--- config.mk ---
export PLATFORM = sky130hd
export DESIGN_NAME = string_to_integer_parser
export DESIGN_NICKNAME = d
export VERILOG_FILES = /design/src/rtl/core/sip_pkg.sv /design/src/rtl/core/string_to_integer_parser.sv
export SDC_FILE = /design/constraint.sdc
export NUM_CORES = 1
export LEC_CHECK = 0
export ABC_AREA = 1
export BUFFER_PORTS_ARGS = -buffer_cell sky130_fd_sc_hd__buf_2
export CELL_PAD_IN_SITES_DETAIL_PLACEMENT = 0
export CELL_PAD_IN_SITES_GLOBAL_PLACEMENT = 2
export CORE_MARGIN = 5
export CORE_UTILIZATION = 38
export DETAILED_ROUTE_END_ITERATION = 7
export PLACE_DENSITY = 0.92
export SYNTH_ARGS = -nofsm -noshare
export SYNTH_HDL_FRONTEND = slang
export SYNTH_SLANG_ARGS = --single-unit
--- constraint.sdc ---
create_clock -name clk -period 9.7 [get_ports clk]
set_clock_uncertainty 0.2 [all_clocks]
set_input_delay 0.97 -clock clk [delete_from_list [all_inputs] [get_ports clk]]
set_output_delay 0.97 -clock clk [all_outputs]
set_load 0.1 [all_outputs]
--- src/rtl/core/sip_pkg.sv ---
// ============================================================================
// String-to-integer parser package
// Shared types, character codes, radix codes and digit decoding for the
// streaming string-to-integer parser.
// ============================================================================
`default_nettype none

package sip_pkg;

    // Default widths of the result value and the character counter.
    localparam int VALUE_BITS_DEF = 32;
    localparam int COUNT_BITS_DEF = 16;

    // Width of a radix and of a decoded digit.
    localparam int BASE_BITS = 6;

    // Character codes that steer the parse.
    localparam logic [7:0] CH_SPACE = 8'h20;
    localparam logic [7:0] CH_TAB   = 8'h09;
    localparam logic [7:0] CH_CR    = 8'h0D;
    localparam logic [7:0] CH_ZERO  = 8'h30;
    localparam logic [7:0] CH_NINE  = 8'h39;
    localparam logic [7:0] CH_LO_A  = 8'h61;
    localparam logic [7:0] CH_LO_Z  = 8'h7A;
    localparam logic [7:0] CH_UP_A  = 8'h41;
    localparam logic [7:0] CH_UP_Z  = 8'h5A;
    localparam logic [7:0] CH_LO_X  = 8'h78;
    localparam logic [7:0] CH_UP_X  = 8'h58;
    localparam logic [7:0] CH_LO_B  = 8'h62;
    localparam logic [7:0] CH_UP_B  = 8'h42;
    localparam logic [7:0] CH_MINUS = 8'h2D;
    localparam logic [7:0] CH_PLUS  = 8'h2B;

    // Radix codes.
    localparam logic [BASE_BITS-1:0] BASE_AUTO = 6'd0;
    localparam logic [BASE_BITS-1:0] BASE_BIN  = 6'd2;
    localparam logic [BASE_BITS-1:0] BASE_OCT  = 6'd8;
    localparam logic [BASE_BITS-1:0] BASE_DEC  = 6'd10;
    localparam logic [BASE_BITS-1:0] BASE_HEX  = 6'd16;

    // Parse phase, one-hot.
    typedef enum logic [3:0] {
        PH_SPACE  = 4'b0001,
        PH_SIGNED = 4'b0010,
        PH_ZERO   = 4'b0100,
        PH_DIGITS = 4'b1000
    } phase_t;

    // Digit status of the number in progress.
    typedef enum logic [1:0] {
        ST_NONE = 2'd0,
        ST_SEEN = 2'd1,
        ST_OVER = 2'd2
    } status_t;

    // Decoded digit: valid flag and its value 0..35.
    typedef struct packed {
        logic                 ok;
        logic [BASE_BITS-1:0] val;
    } digit_t;

    // Map a character to its digit value in either letter case.
    function automatic digit_t digit_of(input logic [7:0] c);
        digit_t d;
        logic [7:0] diff;
        d    = '0;
        diff = '0;
        if (c >= CH_ZERO && c <= CH_NINE) begin
            diff = c - CH_ZERO;
            d.ok = 1'b1;
        end else if (c >= CH_LO_A && c <= CH_LO_Z) begin
            diff = c - CH_LO_A + 8'd10;
            d.ok = 1'b1;
        end else if (c >= CH_UP_A && c <= CH_UP_Z) begin
            diff = c - CH_UP_A + 8'd10;
            d.ok = 1'b1;
        end
        d.val = diff[BASE_BITS-1:0];
        return d;
    endfunction

    // Whitespace: space, tab, line feed, vertical tab, form feed, carriage return.
    function automatic logic is_space(input logic [7:0] c);
        return (c == CH_SPACE) || (c >= CH_TAB && c <= CH_CR);
    endfunction

endpackage

`default_nettype wire

--- src/rtl/core/string_to_integer_parser.sv ---
// ============================================================================
// String-to-integer parser
// Parses a signed integer from a byte stream, one character per beat, with
// whitespace skipping, sign, radix prefixes and saturation on overflow.
// ============================================================================
//
//  Channel   Direction  Handshake               Payload
//  input     in         in_valid / in_ready     char_code
//  result    out        out_valid / out_ready   value, consumed, overflow, no_digits
//  config    in         cfg_wr_en               cfg_wr_data (number_base)
//
//  One character is accepted per cycle when the result side keeps up.
//  A character is captured in the input register; the parse step then updates the
//  state and loads the result register, so a result shows once its terminating
//  character has passed both registers, unless a stalled result holds the step.
//  The cycle is set by the parse step: one VALUE_BITS x 6 multiply-add and a
//  compare against the signed limit.
//  A stalled result holds the parse step, and the input register then fills.
//  Reset clears the parse state, the radix register and both valid flags.
//
`default_nettype none

module string_to_integer_parser
    import sip_pkg::*;
#(
    parameter int VALUE_BITS = VALUE_BITS_DEF,
    parameter int COUNT_BITS = COUNT_BITS_DEF
) (
    input  wire logic                  clk,
    input  wire logic                  rst_n,
    // Configuration write
    input  wire logic                  cfg_wr_en,
    input  wire logic [BASE_BITS-1:0]  cfg_wr_data,
    // Character input
    input  wire logic                  in_valid,
    output logic                       in_ready,
    input  wire logic [7:0]            char_code,
    // Result output
    output logic                       out_valid,
    input  wire logic                  out_ready,
    output logic signed [VALUE_BITS-1:0] value,
    output logic [COUNT_BITS-1:0]      consumed,
    output logic                       overflow,
    output logic                       no_digits
);

    localparam int PROD_W = VALUE_BITS + BASE_BITS + 1;
    localparam logic [VALUE_BITS-1:0] HALF_VAL = {1'b1, {(VALUE_BITS-1){1'b0}}};
    localparam logic [VALUE_BITS-1:0] MAX_POS  = ~HALF_VAL;
    localparam logic [COUNT_BITS-1:0] COUNT_MAX = '1;

    // Radix register.
    logic [BASE_BITS-1:0] number_base_reg;

    // Input register.
    logic       stage_valid_reg;
    logic [7:0] char_reg;

    // Parse state.
    phase_t                phase_reg,    phase_next;
    logic                  negative_reg, negative_next;
    logic [BASE_BITS-1:0]  base_reg,     base_next;
    logic [VALUE_BITS-1:0] acc_reg,      acc_next;
    status_t               status_reg,   status_next;
    logic [COUNT_BITS-1:0] count_reg,    count_next;

    // Result register.
    logic                  out_valid_reg;
    logic [VALUE_BITS-1:0] value_reg;
    logic [COUNT_BITS-1:0] consumed_reg;
    logic                  overflow_reg;
    logic                  no_digits_reg;

    // Parse step signals.
    logic                  advance;
    logic                  emit;
    logic                  do_first;
    logic [BASE_BITS-1:0]  first_base;
    logic                  do_take;
    logic [BASE_BITS-1:0]  take_base;
    status_t               take_status;
    digit_t                dig;
    logic                  dig_valid;
    logic [PROD_W-1:0]     prod;
    logic [PROD_W-1:0]     limit;
    logic                  over;
    logic [COUNT_BITS-1:0] count_inc;
    logic [VALUE_BITS-1:0] emit_value;

    // Handshake: the parse step runs when the result register has room.
    assign advance  = stage_valid_reg && (!out_valid_reg || out_ready);
    assign in_ready = !stage_valid_reg || advance;

    // Radix register write.
    always_ff @(posedge clk or negedge rst_n)
    begin
        if (!rst_n)
        begin
            number_base_reg <= BASE_AUTO;
        end
        else if (cfg_wr_en)
        begin
            number_base_reg <= cfg_wr_data;
        end
    end

    // Input register.
    always_ff @(posedge clk or negedge rst_n)
    begin
        if (!rst_n)
        begin
            stage_valid_reg <= 1'b0;
        end
        else if (in_ready)
        begin
            stage_valid_reg <= in_valid;
        end
    end

    always_ff @(posedge clk)
    begin
        if (in_valid && in_ready)
        begin
            char_reg <= char_code;
        end
    end

    // Digit decode, multiply-add and overflow check.
    assign dig       = digit_of(char_reg);
    assign dig_valid = dig.ok && (dig.val < take_base);
    assign prod      = PROD_W'(acc_reg) * PROD_W'(take_base) + PROD_W'(dig.val);
    assign limit     = negative_reg ? PROD_W'(HALF_VAL) : PROD_W'(MAX_POS);
    assign over      = (take_status == ST_OVER) || (prod > limit);
    assign count_inc = (count_reg == COUNT_MAX) ? count_reg : count_reg + COUNT_BITS'(1);

    // Parse step next state.
    always_comb
    begin
        phase_next    = phase_reg;
        negative_next = negative_reg;
        base_next     = base_reg;
        acc_next      = acc_reg;
        status_next   = status_reg;
        count_next    = count_reg;
        emit          = 1'b0;
        do_first      = 1'b0;
        first_base    = base_reg;
        do_take       = 1'b0;
        take_base     = base_reg;
        take_status   = status_reg;

        unique case (phase_reg)
            PH_SPACE:
            begin
                if (is_space(char_reg))
                begin
                    count_next = count_inc;
                end
                else if (char_reg == CH_MINUS || char_reg == CH_PLUS)
                begin
                    negative_next = (char_reg == CH_MINUS);
                    base_next     = number_base_reg;
                    phase_next    = PH_SIGNED;
                    count_next    = count_inc;
                end
                else
                begin
                    do_first   = 1'b1;
                    first_base = number_base_reg;
                end
            end
            PH_SIGNED:
            begin
                do_first = 1'b1;
            end
            PH_ZERO:
            begin
                if ((char_reg == CH_LO_X || char_reg == CH_UP_X) &&
                    (base_reg == BASE_AUTO || base_reg == BASE_HEX))
                begin
                    base_next  = BASE_HEX;
                    phase_next = PH_DIGITS;
                    count_next = count_inc;
                end
                else if ((char_reg == CH_LO_B || char_reg == CH_UP_B) &&
                         (base_reg == BASE_AUTO || base_reg == BASE_BIN))
                begin
                    base_next  = BASE_BIN;
                    phase_next = PH_DIGITS;
                    count_next = count_inc;
                end
                else
                begin
                    // The leading zero counts as a digit of value zero.
                    do_take     = 1'b1;
                    take_base   = (base_reg == BASE_AUTO) ? BASE_OCT : base_reg;
                    take_status = ST_SEEN;
                end
            end
            PH_DIGITS:
            begin
                do_take = 1'b1;
            end
            default:
            begin
                phase_next = PH_SPACE;
            end
        endcase

        // First character after whitespace and sign.
        if (do_first)
        begin
            if (char_reg == CH_ZERO && (first_base == BASE_AUTO ||
                first_base == BASE_HEX || first_base == BASE_BIN))
            begin
                base_next  = first_base;
                phase_next = PH_ZERO;
                count_next = count_inc;
            end
            else
            begin
                do_take   = 1'b1;
                take_base = (first_base == BASE_AUTO) ? BASE_DEC : first_base;
            end
        end

        // Digit or terminator.
        if (do_take)
        begin
            if (dig_valid)
            begin
                phase_next = PH_DIGITS;
                base_next  = take_base;
                count_next = count_inc;
                if (over)
                begin
                    status_next = ST_OVER;
                end
                else
                begin
                    acc_next    = prod[VALUE_BITS-1:0];
                    status_next = ST_SEEN;
                end
            end
            else
            begin
                emit          = 1'b1;
                phase_next    = PH_SPACE;
                negative_next = 1'b0;
                base_next     = BASE_AUTO;
                acc_next      = '0;
                status_next   = ST_NONE;
                count_next    = '0;
            end
        end
    end

    // Result value, saturated on overflow.
    always_comb
    begin
        if (take_status == ST_OVER)
        begin
            emit_value = negative_reg ? HALF_VAL : MAX_POS;
        end
        else if (negative_reg)
        begin
            emit_value = (~acc_reg) + VALUE_BITS'(1);
        end
        else
        begin
            emit_value = acc_reg;
        end
    end

    // Parse state registers.
    always_ff @(posedge clk or negedge rst_n)
    begin
        if (!rst_n)
        begin
            phase_reg    <= PH_SPACE;
            negative_reg <= 1'b0;
            base_reg     <= BASE_AUTO;
            acc_reg      <= '0;
            status_reg   <= ST_NONE;
            count_reg    <= '0;
        end
        else if (advance)
        begin
            phase_reg    <= phase_next;
            negative_reg <= negative_next;
            base_reg     <= base_next;
            acc_reg      <= acc_next;
            status_reg   <= status_next;
            count_reg    <= count_next;
        end
    end

    // Result register valid.
    always_ff @(posedge clk or negedge rst_n)
    begin
        if (!rst_n)
        begin
            out_valid_reg <= 1'b0;
        end
        else if (advance && emit)
        begin
            out_valid_reg <= 1'b1;
        end
        else if (out_ready)
        begin
            out_valid_reg <= 1'b0;
        end
    end

    // Result register payload.
    always_ff @(posedge clk)
    begin
        if (advance && emit)
        begin
            value_reg     <= emit_value;
            consumed_reg  <= (take_status == ST_NONE) ? '0 : count_reg;
            overflow_reg  <= (take_status == ST_OVER);
            no_digits_reg <= (take_status == ST_NONE);
        end
    end

    assign out_valid = out_valid_reg;
    assign value     = value_reg;
    assign consumed  = consumed_reg;
    assign overflow  = overflow_reg;
    assign no_digits = no_digits_reg;

    // A result never carries both flags.
    assert property (@(posedge clk) disable iff (!rst_n)
        out_valid_reg |-> !(overflow_reg && no_digits_reg))
    else $error("overflow and no_digits both set");

    // A number without digits reports zero value and zero length.
    assert property (@(posedge clk) disable iff (!rst_n)
        (out_valid_reg && no_digits_reg) |-> (value_reg == '0 && consumed_reg == '0))
    else $error("no_digits result with nonzero value or length");

    // An overflowed result is saturated to one of the two limits.
    assert property (@(posedge clk) disable iff (!rst_n)
        (out_valid_reg && overflow_reg) |-> (value_reg == HALF_VAL || value_reg == MAX_POS))
    else $error("overflow result not saturated");

    // After a leading zero nothing has been accumulated yet.
    assert property (@(posedge clk) disable iff (!rst_n)
        (phase_reg == PH_ZERO) |-> (acc_reg == '0 && status_reg == ST_NONE))
    else $error("accumulator busy during zero prefix");

    // The digit phase always runs with a nonzero radix.
    assert property (@(posedge clk) disable iff (!rst_n)
        (phase_reg == PH_DIGITS) |-> (base_reg != BASE_AUTO))
    else $error("digit phase with automatic radix");

    // A result waiting for the sink holds the parse step.
    assert property (@(posedge clk) disable iff (!rst_n)
        (out_valid_reg && !out_ready) |-> !advance)
    else $error("parse step ran while result stalled");

endmodule

`default_nettype wire
==> results of run 1 <==
worst max-delay path, delay by kind of cell (launching register included):
kind | cells | cell delay (ns)
compound gates | 6 | 1.24
flops | 1 | 0.43
buf+inv | 4 | 0.90
simple gates | 26 | 3.21
fa+ha+maj | 7 | 2.80
xor+xnor | 1 | 0.15
cells by family (layout without fill, tap and decap cells):
family	after synthesis	count (layout)	share of synthesized area [%]
flip-flops	127	127	22.9
adder cells (fa/ha/maj)	259	259	27.5
multiplexers	2	2	0.148
AO/OA/AOI/OAI	260	260	9.94
buffers and inverters	360	433	9.45
XOR/XNOR	78	78	4.50
AND/OR/NAND/NOR	910	912	25.6
power breakdown:
part / total, mW / switching [mW] / internal (mW)
combinational: 2.46 / 1.88 / 0.576
sequential: 0.862 / 0.105 / 0.757
clock: 0.733 / 0.254 / 0.480
total: 4.05 / 2.24 / 1.81
layout make-up:
class | instances | area [sq um] | share of cell area (%)
clock buffers | 17 | 425 | 2.52
clock inverters | 15 | 241 | 1.43
inverters | 298 | 1120 | 6.64
multi-input cells | 1511 | 10300 | 61.2
flip-flops and latches | 127 | 3470 | 20.6
well taps | 525 | 657 | 3.89
repair buffers | 103 | 631 | 3.73
worst paths after layout:
| path | endpoint | slack, ns | cells past startpoint |
|---|---|---|---|
| max in group asynchronous | negative_reg$_DFFE_PN0P_ | 8.08 | 2 |
| hold / removal | phase_reg[0]$_DFFE_PN1P_ | 0.33 | 2 |
| setup / recovery | acc_reg[16]$_DFFE_PN0P_ | 0.70 | 44 |
| hold reg to reg | phase_reg[0]$_DFFE_PN1P_ | 0.33 | 2 |
| setup reg to reg | acc_reg[16]$_DFFE_PN0P_ | 0.70 | 44 |
| min in group asynchronous | number_base_reg[0]$_DFFE_PN0P_ | 0.53 | 2 |
placed cells by master (no fill, tap or decap), types with 4 or more instances in the layout:
cell type / netlist / final
sky130_fd_sc_hd__nand3_1: 92 / 92
sky130_fd_sc_hd__o211ai_1: 9 / 9
sky130_fd_sc_hd__inv_2: 9 / 11
sky130_fd_sc_hd__nor2_1: 286 / 285
sky130_fd_sc_hd__nand2_1: 421 / 420
sky130_fd_sc_hd__buf_2: 14 / 70
sky130_fd_sc_hd__nand3_2: 4 / 4
sky130_fd_sc_hd__o22ai_1: 5 / 5
sky130_fd_sc_hd__o21a_1: 4 / 4
sky130_fd_sc_hd__fa_1: 124 / 124
sky130_fd_sc_hd__xnor2_1: 23 / 23
sky130_fd_sc_hd__o21ai_2: 1 / 4
sky130_fd_sc_hd__and3_1: 4 / 4
sky130_fd_sc_hd__dfrtp_1: 68 / 67
sky130_fd_sc_hd__bufinv_16: 0 / 6
sky130_fd_sc_hd__clkbuf_16: 0 / 17
sky130_fd_sc_hd__clkinv_1: 7 / 8
sky130_fd_sc_hd__nor2_4: 2 / 4
sky130_fd_sc_hd__clkinvlp_4: 0 / 4
sky130_fd_sc_hd__buf_4: 3 / 30
sky130_fd_sc_hd__nor4_1: 12 / 10
sky130_fd_sc_hd__a31oi_1: 21 / 20
sky130_fd_sc_hd__inv_1: 281 / 279
sky130_fd_sc_hd__nand2_2: 4 / 5
sky130_fd_sc_hd__nor3_1: 27 / 27
sky130_fd_sc_hd__a21o_1: 7 / 7
sky130_fd_sc_hd__ha_1: 135 / 135
sky130_fd_sc_hd__xor2_1: 55 / 55
sky130_fd_sc_hd__o21bai_1: 8 / 8
sky130_fd_sc_hd__edfxtp_1: 58 / 58
sky130_fd_sc_hd__o21ai_0: 65 / 64
sky130_fd_sc_hd__nand4_1: 39 / 39
sky130_fd_sc_hd__o21ai_1: 15 / 13
sky130_fd_sc_hd__a21boi_0: 5 / 5
sky130_fd_sc_hd__a21oi_1: 96 / 95
synthesized netlist by cell type, types with 3 or more instances:
cell type                   instances
sky130_fd_sc_hd__o2111ai_1          3
sky130_fd_sc_hd__clkinv_1           7
sky130_fd_sc_hd__nand4_1           39
sky130_fd_sc_hd__o21a_1             4
sky130_fd_sc_hd__inv_1            281
sky130_fd_sc_hd__a21oi_1           96
sky130_fd_sc_hd__o31ai_1            3
sky130_fd_sc_hd__nand2_2            4
sky130_fd_sc_hd__o41ai_1            3
sky130_fd_sc_hd__inv_2              9
sky130_fd_sc_hd__buf_1              8
sky130_fd_sc_hd__buf_4              3
sky130_fd_sc_hd__fa_1             124
sky130_fd_sc_hd__xor2_1            55
sky130_fd_sc_hd__dfrtp_1           68
sky130_fd_sc_hd__o21ai_0           65
sky130_fd_sc_hd__o211ai_1           9
sky130_fd_sc_hd__a21o_1             7
sky130_fd_sc_hd__buf_6              7
sky130_fd_sc_hd__nand3_2            4
sky130_fd_sc_hd__nand2_1          421
sky130_fd_sc_hd__xnor2_1           23
sky130_fd_sc_hd__o22ai_1            5
sky130_fd_sc_hd__nand3_1           92
sky130_fd_sc_hd__a21boi_0           5
sky130_fd_sc_hd__and3_1             4
sky130_fd_sc_hd__nand3b_1           3
sky130_fd_sc_hd__o21ai_1           15
sky130_fd_sc_hd__nor4_1            12
sky130_fd_sc_hd__buf_2             14
sky130_fd_sc_hd__clkbuf_1          30
sky130_fd_sc_hd__o21bai_1           8
sky130_fd_sc_hd__a31oi_1           21
sky130_fd_sc_hd__edfxtp_1          58
sky130_fd_sc_hd__ha_1             135
sky130_fd_sc_hd__nor3_1            27
sky130_fd_sc_hd__nor2_1           286
sky130_fd_sc_hd__nand3_4            3
metrics by stage:
| stage | setup TNS [ns] | instances |
|---|---|---|
| global placement | 0 | 2558 |
| global route | -0.00518 | 2596 |
| detailed placement | 0 | 2558 |
| finish | 0 | 2596 |
| CTS | 0 | 2590 |
| floorplan | 0 | 1996 |
routing by layer:
metal	part of all wire, %	track usage (%)
met2	47	33.9
met4	2.8	7.31
met3	4.6	2.17
met1	46	29.2
met5	0	0
timing repair:
action,4_1_cts,5_1_grt
setup endpoints to repair,0,34
resized for setup,0,11
setup buffers,0,4
==> summary.txt, run 1 <==
======================================================================================
Pre-Repair DR Iteration Count                                                        5
Cell type of the slowest stage on the worst timing path                   sky130_fd_sc_hd__fa_1
Layout overhead on the synthesized area                                          11.2%
Synth warn                                                                           0
TritonCTS clock tree                                                             built
Detailed placer's ending HPWL                                             36200 microns
Total core area                                                           0.0396 sq mm
Hold bufs inserted after CTS                                                         0
Worst-path maximum fanout                                                           26
Data arrival, critical path                                                    9.18 ns
Post-route total power                                                         4.05 mW
IR Drop Worst-Case VDD                                                        0.146 mV
Setup-failing EPs final                                                              0
Total gr overflow                                                                    0
Post-synth EDFFs                                                                    58
Register clock-pin slew on the reported worst setup and hold paths             0.06 ns
Number of max-capacitance violations reported                                        0
Antenna violations before repair                                                     0
Kind of path behind the tightest hold check                                 reg -> reg
Number of nets with antenna violations after detailed routing                        0
Static leakage power                                                           8.82 nW
Drt wl/cell                                                               17.6 microns
Number of flip-flops and latches in the synthesized netlist                        127
TritonCTS Buffers                                                                   17
CTS Sinks                                                                          127
Worst path max stage delay                                                     0.53 ns
Fraction of layout instances using a drive strength above 1                      9.17%
Total die area                                                            0.0441 sq mm
Final number of max-transition violations                                            0
Area share of the largest cell type after synthesis                              16.3%
Ys flop type                                                              sky130_fd_sc_hd__dfrtp_1
Sort of element at the start of the critical path                            flip-flop
Time the final worst path needs with I/O delays and setup                      9.00 ns
H-Tree Depth                                                                         4
Violation count after the first detailed-routing iteration                         970
Post-place setup slack                                                        0.279 ns
Async set-reset flop share out of synthesis                                      54.3%
Required time worst endpoint                                                   9.88 ns
Via count                                                                        13481
Library cell occupying the most area in the post-synthesis netlist        sky130_fd_sc_hd__fa_1
Worst Min Path Start                                                      phase_reg[0]$_DFFE_PN1P_
Setup crit start                                                          char_reg[1]$_DFFE_PP_
Synthesized net count                                                             2274
Overall die width                                                          210 microns
Starting Density                                                                 38.3%
Gr usage total                                                                   20.9%
Cell count after synthesis                                                        1996
Ant diodes                                                                           0
Max Fclk                                                                       111 MHz
Port Buf Inserts                                                                    70
Classification of the worst setup path                                      reg -> reg
Worst-margin pin slew                                                          1.09 ns
Die outline height                                                         210 microns
Largest net degree at the start of global routing                                   70
Period utilisation layout                                                        92.8%
Status                                                                    finished, final reports clean
Total detailed-routing wirelength                                         45600 microns
Design Area, Final                                                        0.0169 sq mm
Final hold slack                                                              0.332 ns
Yosys cell types                                                                    65
Final setup margin                                                            0.698 ns
Vias per cell                                                                     5.19
Top-level I/O count                                                                 71
Avg Cell Area, Syn                                                          7.61 sq um
Cell Area, Placed                                                         0.0161 sq mm
Number of global-route vias before repair                                        13536
Clock tree buffer depth                                                              2
Number of fillers in the final layout                                             4052
Number of nets in the layout                                                      2336
Weighted congestion reported at the end of routability-driven placement          0.940
Most numerous cell on the critical path                                   sky130_fd_sc_hd__nand2_1
Util after Layout                                                                42.6%
Wire length of the first global-routing pass                              74000 microns
FF-to-FF Start                                                            char_reg[1]$_DFFE_PP_
Row cnt                                                                             73
Slew HR                                                                          27.2%
Clock latency of the later-clocked register in the worst-skew pair             0.44 ns
DRC Markers                                                                          0
Clock tree root driver cell                                               sky130_fd_sc_hd__clkbuf_16
Summed instance area of the synthesized netlist                           0.0152 sq mm
Crit path capture type                                                       flip-flop
Count of final hold-check violations                                                 0
Power per unit of standard cell area                                       240 mW/mm^2
Most area-consuming cells after synthesis                                 sky130_fd_sc_hd__fa_1 16%, sky130_fd_sc_hd__edfxtp_1 11%, sky130_fd_sc_hd__dfrtp_1 11%, sky130_fd_sc_hd__ha_1 11%, sky130_fd_sc_hd__nand2_1 10%
Portion of the post-synthesis area used by sequential elements                   22.9%
======================================================================================
(Power assumes the default switching activity.)
==> inputs of run 2 (changes only) <==
--- a/config.mk
+++ b/config.mk
@@ -5,14 +5,14 @@
 export SDC_FILE = /design/constraint.sdc
 export NUM_CORES = 1
 export LEC_CHECK = 0
-export ABC_AREA = 1
 export BUFFER_PORTS_ARGS = -buffer_cell sky130_fd_sc_hd__buf_2
 export CELL_PAD_IN_SITES_DETAIL_PLACEMENT = 0
 export CELL_PAD_IN_SITES_GLOBAL_PLACEMENT = 2
 export CORE_MARGIN = 5
-export CORE_UTILIZATION = 38
+export CORE_UTILIZATION = 40
 export DETAILED_ROUTE_END_ITERATION = 7
 export PLACE_DENSITY = 0.92
 export SYNTH_ARGS = -nofsm -noshare
 export SYNTH_HDL_FRONTEND = slang
 export SYNTH_SLANG_ARGS = --single-unit
+export TNS_END_PERCENT = 20
==> run 2 against run 1 <==
Final cell count decreased by 16%. Routed wire length decreased by 4.9%. Sequential share of layout area increased by 0.31 points. Critical path depth decreased by 7. Combinational power decreased by 24%. Core utilization increased by 3.9 points. Synthesized cell count decreased by 19%. Die area decreased by 8.6%. Count of clock-buffer cells in the layout increased by 1.
==> summary.txt, run 2 <==
======================================================================================
Number of max-capacitance violations reported                                        0   unchanged
Leading cell types in the layout, fill and taps excluded                  178 x sky130_fd_sc_hd__nand2_1, 145 x sky130_fd_sc_hd__and2_1, 125 x sky130_fd_sc_hd__ha_1   was 420 x sky130_fd_sc_hd__nand2_1, 285 x sky130_fd_sc_hd__nor2_1, 279 x sky130_fd_sc_hd__inv_1
Final setup margin                                                            0.228 ns   was 0.698 ns
Die outline height                                                         201 microns   was 210 microns
Overall die width                                                          201 microns   was 210 microns
Port Buf Inserts                                                                    70   unchanged
Via count                                                                        12408   was 13481
Number of fillers in the final layout                                             3466   was 4052
Status                                                                    finished, final reports clean   unchanged
Register clock-pin slew on the reported worst setup and hold paths             0.06 ns   about the same
Crit path capture type                                                       flip-flop   unchanged
Synthesized net count                                                             1893   was 2274
IR Drop Worst-Case VDD                                                        0.137 mV   was 0.146 mV
Period utilisation layout                                                        97.7%   was 92.8%
Power per unit of standard cell area                                       198 mW/mm^2   was 240 mW/mm^2
Post-synth EDFFs                                                                    58   unchanged
Starting Density                                                                 40.7%   was 38.3%
TritonCTS clock tree                                                             built   unchanged
Largest net degree at the start of global routing                                   70   unchanged
Clock tree root driver cell                                               sky130_fd_sc_hd__clkbuf_16   unchanged
Number of cells after detailed placement                                          2122   was 2558
Slew HR                                                                          37.4%   was 27.2%
Final number of max-transition violations                                            0   unchanged
Antenna violations before repair                                                     1   was 0
Detailed placer's ending HPWL                                             32600 microns   was 36200 microns
Fraction of layout instances using a drive strength above 1                      16.7%   was 9.17%
Setup-failing EPs final                                                              0   unchanged
Gr usage total                                                                   21.2%   was 20.9%
Most frequent cell after synthesis                                        sky130_fd_sc_hd__nand2_1   unchanged
Static leakage power                                                           7.98 nW   was 8.82 nW
Required time worst endpoint                                                   9.88 ns   about the same
Worst path max stage delay                                                     0.53 ns   about the same
Clock tree buffer depth                                                              2   unchanged
Number of nets in the layout                                                      1977   was 2336
CTS Sinks                                                                          127   unchanged
Sort of element at the start of the critical path                            flip-flop   unchanged
Weighted congestion reported at the end of routability-driven placement          0.943   was 0.940
Count of final hold-check violations                                                 0   unchanged
Violation count after the first detailed-routing iteration                         720   was 970
Yosys cell types                                                                    88   was 65
Post-place setup slack                                                       -0.117 ns   was 0.279 ns
Worst-margin pin slew                                                         0.938 ns   was 1.09 ns
Total core area                                                           0.0357 sq mm   was 0.0396 sq mm
Top cell types by occurrence after synthesis                              181 x sky130_fd_sc_hd__nand2_1, 145 x sky130_fd_sc_hd__and2_1, 135 x sky130_fd_sc_hd__ha_1   was 421 x sky130_fd_sc_hd__nand2_1, 286 x sky130_fd_sc_hd__nor2_1, 281 x sky130_fd_sc_hd__inv_1
Final sum of negative setup slack                                                 0 ns   unchanged
Number of flip-flops and latches in the synthesized netlist                        127   unchanged
TritonCTS Buffers                                                                   17   unchanged
Summed instance area of the synthesized netlist                           0.0145 sq mm   was 0.0152 sq mm
H-Tree Depth                                                                         4   unchanged
Cell type of the slowest stage on the worst timing path                   sky130_fd_sc_hd__fa_1   unchanged
Most area-consuming cells after synthesis                                 sky130_fd_sc_hd__fa_1 17%, sky130_fd_sc_hd__edfxtp_1 12%, sky130_fd_sc_hd__dfrtp_1 12%, sky130_fd_sc_hd__ha_1 12%, sky130_fd_sc_hd__and2_1 6.2%   was sky130_fd_sc_hd__fa_1 16%, sky130_fd_sc_hd__edfxtp_1 11%, sky130_fd_sc_hd__dfrtp_1 11%, sky130_fd_sc_hd__ha_1 11%, sky130_fd_sc_hd__nand2_1 10%
Ant diodes                                                                           0   unchanged
Worst-path maximum fanout                                                           23   was 26
Total die area                                                            0.0403 sq mm   was 0.0441 sq mm
Drt wl/cell                                                               19.9 microns   was 17.6 microns
Kind of path behind the tightest hold check                                 reg -> reg   unchanged
Number of nets with antenna violations after detailed routing                        0   unchanged
Area share of the largest cell type after synthesis                              17.1%   was 16.3%
Total detailed-routing wirelength                                         43300 microns   was 45600 microns
Total gr overflow                                                                    0   unchanged
Worst Min Path Start                                                      base_reg[5]$_DFFE_PN0P_   was phase_reg[0]$_DFFE_PN1P_
FF-to-FF Start                                                            char_reg[4]$_DFFE_PP_   was char_reg[1]$_DFFE_PP_
Pre-Repair DR Iteration Count                                                        5   unchanged
Avg Cell Area, Syn                                                          9.00 sq um   was 7.61 sq um
Wire length of the first global-routing pass                              68900 microns   was 74000 microns
DRC Markers                                                                          0   unchanged
Cell count after synthesis                                                        1615   was 1996
Ys flop type                                                              sky130_fd_sc_hd__dfrtp_1   unchanged
Top-level I/O count                                                                 71   unchanged
Vias per cell                                                                     5.71   was 5.19
Number of global-route vias before repair                                        12360   was 13536
Portion of the post-synthesis area used by sequential elements                   23.9%   was 22.9%
Most numerous cell on the critical path                                   sky130_fd_sc_hd__a21oi_2   was sky130_fd_sc_hd__nand2_1
Time the final worst path needs with I/O delays and setup                      9.47 ns   was 9.00 ns
Clock latency of the later-clocked register in the worst-skew pair             0.45 ns   was 0.44 ns
Max Fclk                                                                       106 MHz   was 111 MHz
Post-route total power                                                         3.30 mW   was 4.05 mW
Layout overhead on the synthesized area                                          14.4%   was 11.2%
Util after Layout                                                                46.5%   was 42.6%
Data arrival, critical path                                                    9.65 ns   was 9.18 ns
Library cell occupying the most area in the post-synthesis netlist        sky130_fd_sc_hd__fa_1   unchanged
Synth warn                                                                           0   unchanged
Setup crit start                                                          char_reg[4]$_DFFE_PP_   was char_reg[1]$_DFFE_PP_
Most frequent standard cell in the layout excluding fill and tap cells    sky130_fd_sc_hd__nand2_1   unchanged
Row cnt                                                                             69   was 73
Classification of the worst setup path                                      reg -> reg   unchanged
Final Instance Count excl. Fillers                                                2173   was 2596
Async set-reset flop share out of synthesis                                      54.3%   unchanged
======================================================================================
[run 2: changes by cell type in the layout (fill, tap and decap cells not counted), sizes merged, moves of 14 or more]
cell    previous run  this run
and2               2       149
nand2            428       182
o311ai             2        19
nor2b              0        16
nand3             99        30
xor2              55        12
inv              292       123
nor2             293       103
nand2b             0        14
a22o               0        32
nand4             40        21
buf              103       158
[run 2: path summary, 6_finish.rpt]
kind | slack [ns] | cells after the start | end
max in group asynchronous | 8.19 | 1 | negative_reg$_DFFE_PN0P_
min in group asynchronous | 0.46 | 1 | number_base_reg[1]$_DFFE_PN0P_
max | 0.23 | 37 | acc_reg[11]$_DFFE_PN0P_
min reg2reg | 0.33 | 2 | base_reg[5]$_DFFE_PN0P_
min | 0.33 | 2 | base_reg[5]$_DFFE_PN0P_
max reg2reg | 0.23 | 37 | acc_reg[11]$_DFFE_PN0P_
[run 2: layer usage]
| metal | GRT usage (%) | part of all wire [%] |
|---|---|---|
| met1 | 28.8 | 45 |
| met2 | 34.9 | 47 |
| met3 | 4.10 | 6.2 |
| met4 | 5.43 | 1.9 |
| met5 | 0 | 0 |
[run 2: where the power goes]
group	switching, mW	internal (mW)
clock network	0.269	0.377
logic	1.37	0.494
registers	0.0780	0.709
[run 2: per-stage QoR]
| step | hold WS [ns] | instance area, sq um |
|---|---|---|
| final | 0.327 | 16600 |
| after global routing | 0.351 | 16600 |
| after CTS | 0.325 | 16200 |
| after detailed placement | 0.309 | 15600 |
| after global placement | 0.287 | 15600 |
| after floorplan | 0.256 | 14500 |
[run 2: cell type report]
cell class / count / area (sq um) / share of cell area [%]
well taps: 461 / 577 / 3.47
clock buffers: 18 / 429 / 2.58
clock inverters: 14 / 141 / 0.850
multi-input cells: 1273 / 10500 / 63.0
inverters: 122 / 458 / 2.75
repair buffers: 158 / 1070 / 6.46
flip-flops and latches: 127 / 3470 / 20.9
[run 2: cells by family (layout without fill, tap and decap cells)]
kind of cell / Yosys count / in the layout / synth area share [%]
AO/OA/AOI/OAI: 358 / 359 / 16.7
XOR/XNOR: 34 / 34 / 2.05
adder cells (fa/ha/maj): 259 / 259 / 28.7
buffers and inverters: 216 / 312 / 6.01
flip-flops: 127 / 127 / 23.9
multiplexers: 15 / 15 / 1.14
AND/OR/NAND/NOR: 606 / 606 / 21.5
[run 2: what timing repair did]
item / 4_1_cts / 5_1_grt
setup endpoints to repair: 32 / 34
resized for setup: 7 / 62
pin swaps: 2 / 22
gates cloned: 0 / 1
hold buffers: 0 / 0
buffers inserted: 2 / 16
[run 2: worst max-delay path: cells and delay by family, from the launching register on]
kind | cells | cell delay, ns
AO/OA/AOI/OAI | 14 | 2.56
buffers and inverters | 3 | 0.44
AND/OR/NAND/NOR | 12 | 2.92
XOR/XNOR | 1 | 0.11
adder cells (fa/ha/maj) | 7 | 2.68
flip-flops | 1 | 0.43
==> inputs of run 3 (changes only) <==
--- a/config.mk
+++ b/config.mk
@@ -8,7 +8,7 @@
 export BUFFER_PORTS_ARGS = -buffer_cell sky130_fd_sc_hd__buf_2
 export CELL_PAD_IN_SITES_DETAIL_PLACEMENT = 0
 export CELL_PAD_IN_SITES_GLOBAL_PLACEMENT = 2
-export CORE_MARGIN = 5
+export CORE_MARGIN = 2
 export CORE_UTILIZATION = 40
 export DETAILED_ROUTE_END_ITERATION = 7
 export PLACE_DENSITY = 0.92
==> run 3 against run 2 <==
Sequential power up 0.8%. Combinational power about the same. Total power up 0.88%. Global-route usage up 1.3 points. First-iteration DRC count up 21%. Core utilization up 0.45 points. Flip-flop and latch count unchanged. Die area down 5.9%. Sequential share of layout area down 0.13 points. Hold slack worse by 0.011 ns. Clock power down 1%. Count of clock-buffer cells in the layout down 1. Critical endpoint is now acc_reg[19]$_DFFE_PN0P_.
==> summary.txt, run 3 (synthesized netlist as in run 2, its figures left out) <==
======================================================================================
Worst-margin pin slew                                                          1.02 ns   was 0.938 ns
Pre-Repair DR Iteration Count                                                        5   unchanged
Total gr overflow                                                                    0   unchanged
Top-level I/O count                                                                 71   unchanged
Total number of cells along the worst setup path                                    35   was 37
Row cnt                                                                             69   unchanged
Setup-failing EPs final                                                              0   unchanged
Starting Density                                                                 40.8%   was 40.7%
Post-place setup slack                                                       -0.264 ns   was -0.117 ns
Clock tree buffer depth                                                              2   unchanged
Largest delay share family, worst path                                    simple AND/OR/NAND/NOR gates   unchanged
Total die area                                                            0.0379 sq mm   was 0.0403 sq mm
Total core area                                                           0.0357 sq mm   about the same
Clock tree root driver cell                                               sky130_fd_sc_hd__clkbuf_16   unchanged
Number of nets with antenna violations after detailed routing                        0   unchanged
Port Buf Inserts                                                                    70   unchanged
Largest net degree at the start of global routing                                   70   unchanged
Most numerous cell on the critical path                                   sky130_fd_sc_hd__fa_1   was sky130_fd_sc_hd__a21oi_2
Cell Area, Placed                                                         0.0154 sq mm   was 0.0156 sq mm
Clock group share of total power                                                 19.2%   was 19.6%
Internal power summed over all cells                                           1.55 mW   was 1.58 mW
Max Fclk                                                                       105 MHz   was 106 MHz
Register clock-pin slew on the reported worst setup and hold paths             0.07 ns   was 0.06 ns
Required time worst endpoint                                                   9.87 ns   was 9.88 ns
Register share of total power                                                    23.8%   was 23.9%
Cell type of the slowest stage on the worst timing path                   sky130_fd_sc_hd__or4_4   was sky130_fd_sc_hd__fa_1
Hold bufs inserted after CTS                                                         0   unchanged
Fraction of power spent switching nets                                           53.4%   was 52.1%
Power per unit of standard cell area                                       199 mW/mm^2   was 198 mW/mm^2
Wire length of the first global-routing pass                              67500 microns   was 68900 microns
Final Instance Count excl. Fillers                                                2158   was 2173
Overall die width                                                          195 microns   was 201 microns
Via count                                                                        12529   was 12408
Count of buffering cells on the critical path with inverters included                4   was 3
Crit path capture type                                                       flip-flop   unchanged
Logic depth of the worst register-to-register path                                  35   was 37
Layout overhead on the synthesized area                                          15.2%   was 14.4%
Leading cell types in the layout, fill and taps excluded                  178 x sky130_fd_sc_hd__nand2_1, 143 x sky130_fd_sc_hd__and2_1, 124 x sky130_fd_sc_hd__fa_1   was 178 x sky130_fd_sc_hd__nand2_1, 145 x sky130_fd_sc_hd__and2_1, 125 x sky130_fd_sc_hd__ha_1
Net switching power figure                                                     1.78 mW   was 1.72 mW
Kind of path behind the tightest hold check                                 reg -> reg   unchanged
Gr usage total                                                                   22.5%   was 21.2%
Data arrival, critical path                                                    9.66 ns   was 9.65 ns
Slew HR                                                                          31.9%   was 37.4%
Count of final hold-check violations                                                 0   unchanged
Antenna violations before repair                                                     0   was 1
Worst-path maximum fanout                                                            7   was 23
Portion of total power attributed to combinational logic                         57.0%   was 56.6%
Number of cells after detailed placement                                          2095   was 2122
Vias per cell                                                                     5.81   was 5.71
IR Drop Worst-Case VDD                                                        0.152 mV   was 0.137 mV
Detailed placer's ending HPWL                                             31300 microns   was 32600 microns
Number of max-capacitance violations reported                                        0   unchanged
Fraction of layout instances using a drive strength above 1                      17.3%   was 16.7%
Final number of max-transition violations                                            0   unchanged
Classification of the worst setup path                                      reg -> reg   unchanged
TritonCTS Buffers                                                                   17   unchanged
Weighted congestion reported at the end of routability-driven placement          0.893   was 0.943
Total detailed-routing wirelength                                         43800 microns   was 43300 microns
Number of nets in the layout                                                      1962   was 1977
Time the final worst path needs with I/O delays and setup                      9.49 ns   was 9.47 ns
Die outline height                                                         195 microns   was 201 microns
Drt wl/cell                                                               20.3 microns   was 19.9 microns
Ant diodes                                                                           0   unchanged
Worst hold path depth                                                                1   was 2
CTS Sinks                                                                          127   unchanged
H-Tree Depth                                                                         4   unchanged
TritonCTS clock tree                                                             built   unchanged
Most frequent standard cell in the layout excluding fill and tap cells    sky130_fd_sc_hd__nand2_1   unchanged
Worst path max stage delay                                                     0.58 ns   was 0.53 ns
Violation count after the first detailed-routing iteration                         874   was 720
Period utilisation layout                                                        97.8%   was 97.7%
DRC Markers                                                                          0   unchanged
Number of global-route vias before repair                                        12297   was 12360
Slack of the worst reg-to-reg path                                             0.21 ns   was 0.23 ns
Static leakage power                                                           7.93 nW   was 7.98 nW
Final setup margin                                                            0.210 ns   was 0.228 ns
Clock latency of the later-clocked register in the worst-skew pair             0.44 ns   was 0.45 ns
Final sum of negative setup slack                                                 0 ns   unchanged
Sort of element at the start of the critical path                            flip-flop   unchanged
Design Area, Final                                                        0.0168 sq mm   was 0.0166 sq mm
Number of fillers in the final layout                                             3414   was 3466
Status                                                                    finished, final reports clean   unchanged
======================================================================================
[run 3: changes by cell type in the layout (fill, tap and decap cells not counted), moves of 5 or more]
cell,change
sky130_fd_sc_hd__buf_4,-22
sky130_fd_sc_hd__ha_1,-7
sky130_fd_sc_hd__ha_4,+6
sky130_fd_sc_hd__inv_6,+5
[run 3: repair_timing]
| action | 4_1_cts | 5_1_grt |
|---|---|---|
| setup buffers | 0 | 23 |
| resized for setup | 10 | 97 |
| setup endpoints to repair | 31 | 34 |
| gates cloned | 0 | 8 |
| pin swaps | 3 | 47 |
[run 3: metrics by stage]
step | hold slack (ns) | utilization, % | power, mW
final | 0.316 | 47.0 | 3.33
after global routing | 0.333 | 47.0 | 3.49
after CTS | 0.312 | 44.9 | 3.13
after detailed placement | 0.291 | 43.2 | 2.48
after global placement | 0.277 | 43.2 | 2.46
after floorplan | 0.256 | - | 1.99
[run 3: cell type report]
cell class	instances	area (sq um)	share of cell area, %
multi-input combinational	1276	10700	63.9
sequential	127	3470	20.7
timing repair buffer	140	982	5.86
tap	461	577	3.44
inverter	122	458	2.73
clock buffer	17	425	2.54
clock inverter	15	140	0.836
[run 3: per-layer routing]
metal | track usage, % | up-vias | share of wire [%]
met2 | 37.8 | 401 | 47
met4 | 4.62 | 0 | 1.6
met3 | 3.45 | 55 | 6.0
li1 | - | 5799 | -
met5 | 0 | - | 0
met1 | 30.7 | 6274 | 45
[run 3: power groups by stage]
stage	logic (mW)	clock network [mW]	registers [mW]
3_5_place_dp	1.69	0	0.793
2_1_floorplan	0.772	0	1.21
4_1_cts	1.70	0.642	0.784
3_3_place_gp	1.67	0	0.793
6_report	1.90	0.638	0.793
5_1_grt	2.02	0.671	0.806
[run 3: worst paths after layout]
check / start / end
max: base_reg[0]$_DFFE_PN0P_ / acc_reg[19]$_DFFE_PN0P_
min: count_reg[7]$_DFFE_PN0P_ / count_reg[7]$_DFFE_PN0P_
max reg2reg: base_reg[0]$_DFFE_PN0P_ / acc_reg[19]$_DFFE_PN0P_
min reg2reg: count_reg[7]$_DFFE_PN0P_ / count_reg[7]$_DFFE_PN0P_
max in group asynchronous: rst_n / base_reg[3]$_DFFE_PN0P_
min in group asynchronous: rst_n / number_base_reg[4]$_DFFE_PN0P_
[run 3: worst reg2reg max path: cells and delay by family, from the launching register on]
family,cells,cell delay (ns)
compound gates,11,2.46
xor+xnor,1,0.09
fa+ha+maj,6,2.38
buf+inv,4,0.78
flops,1,0.44
simple gates,13,3.09
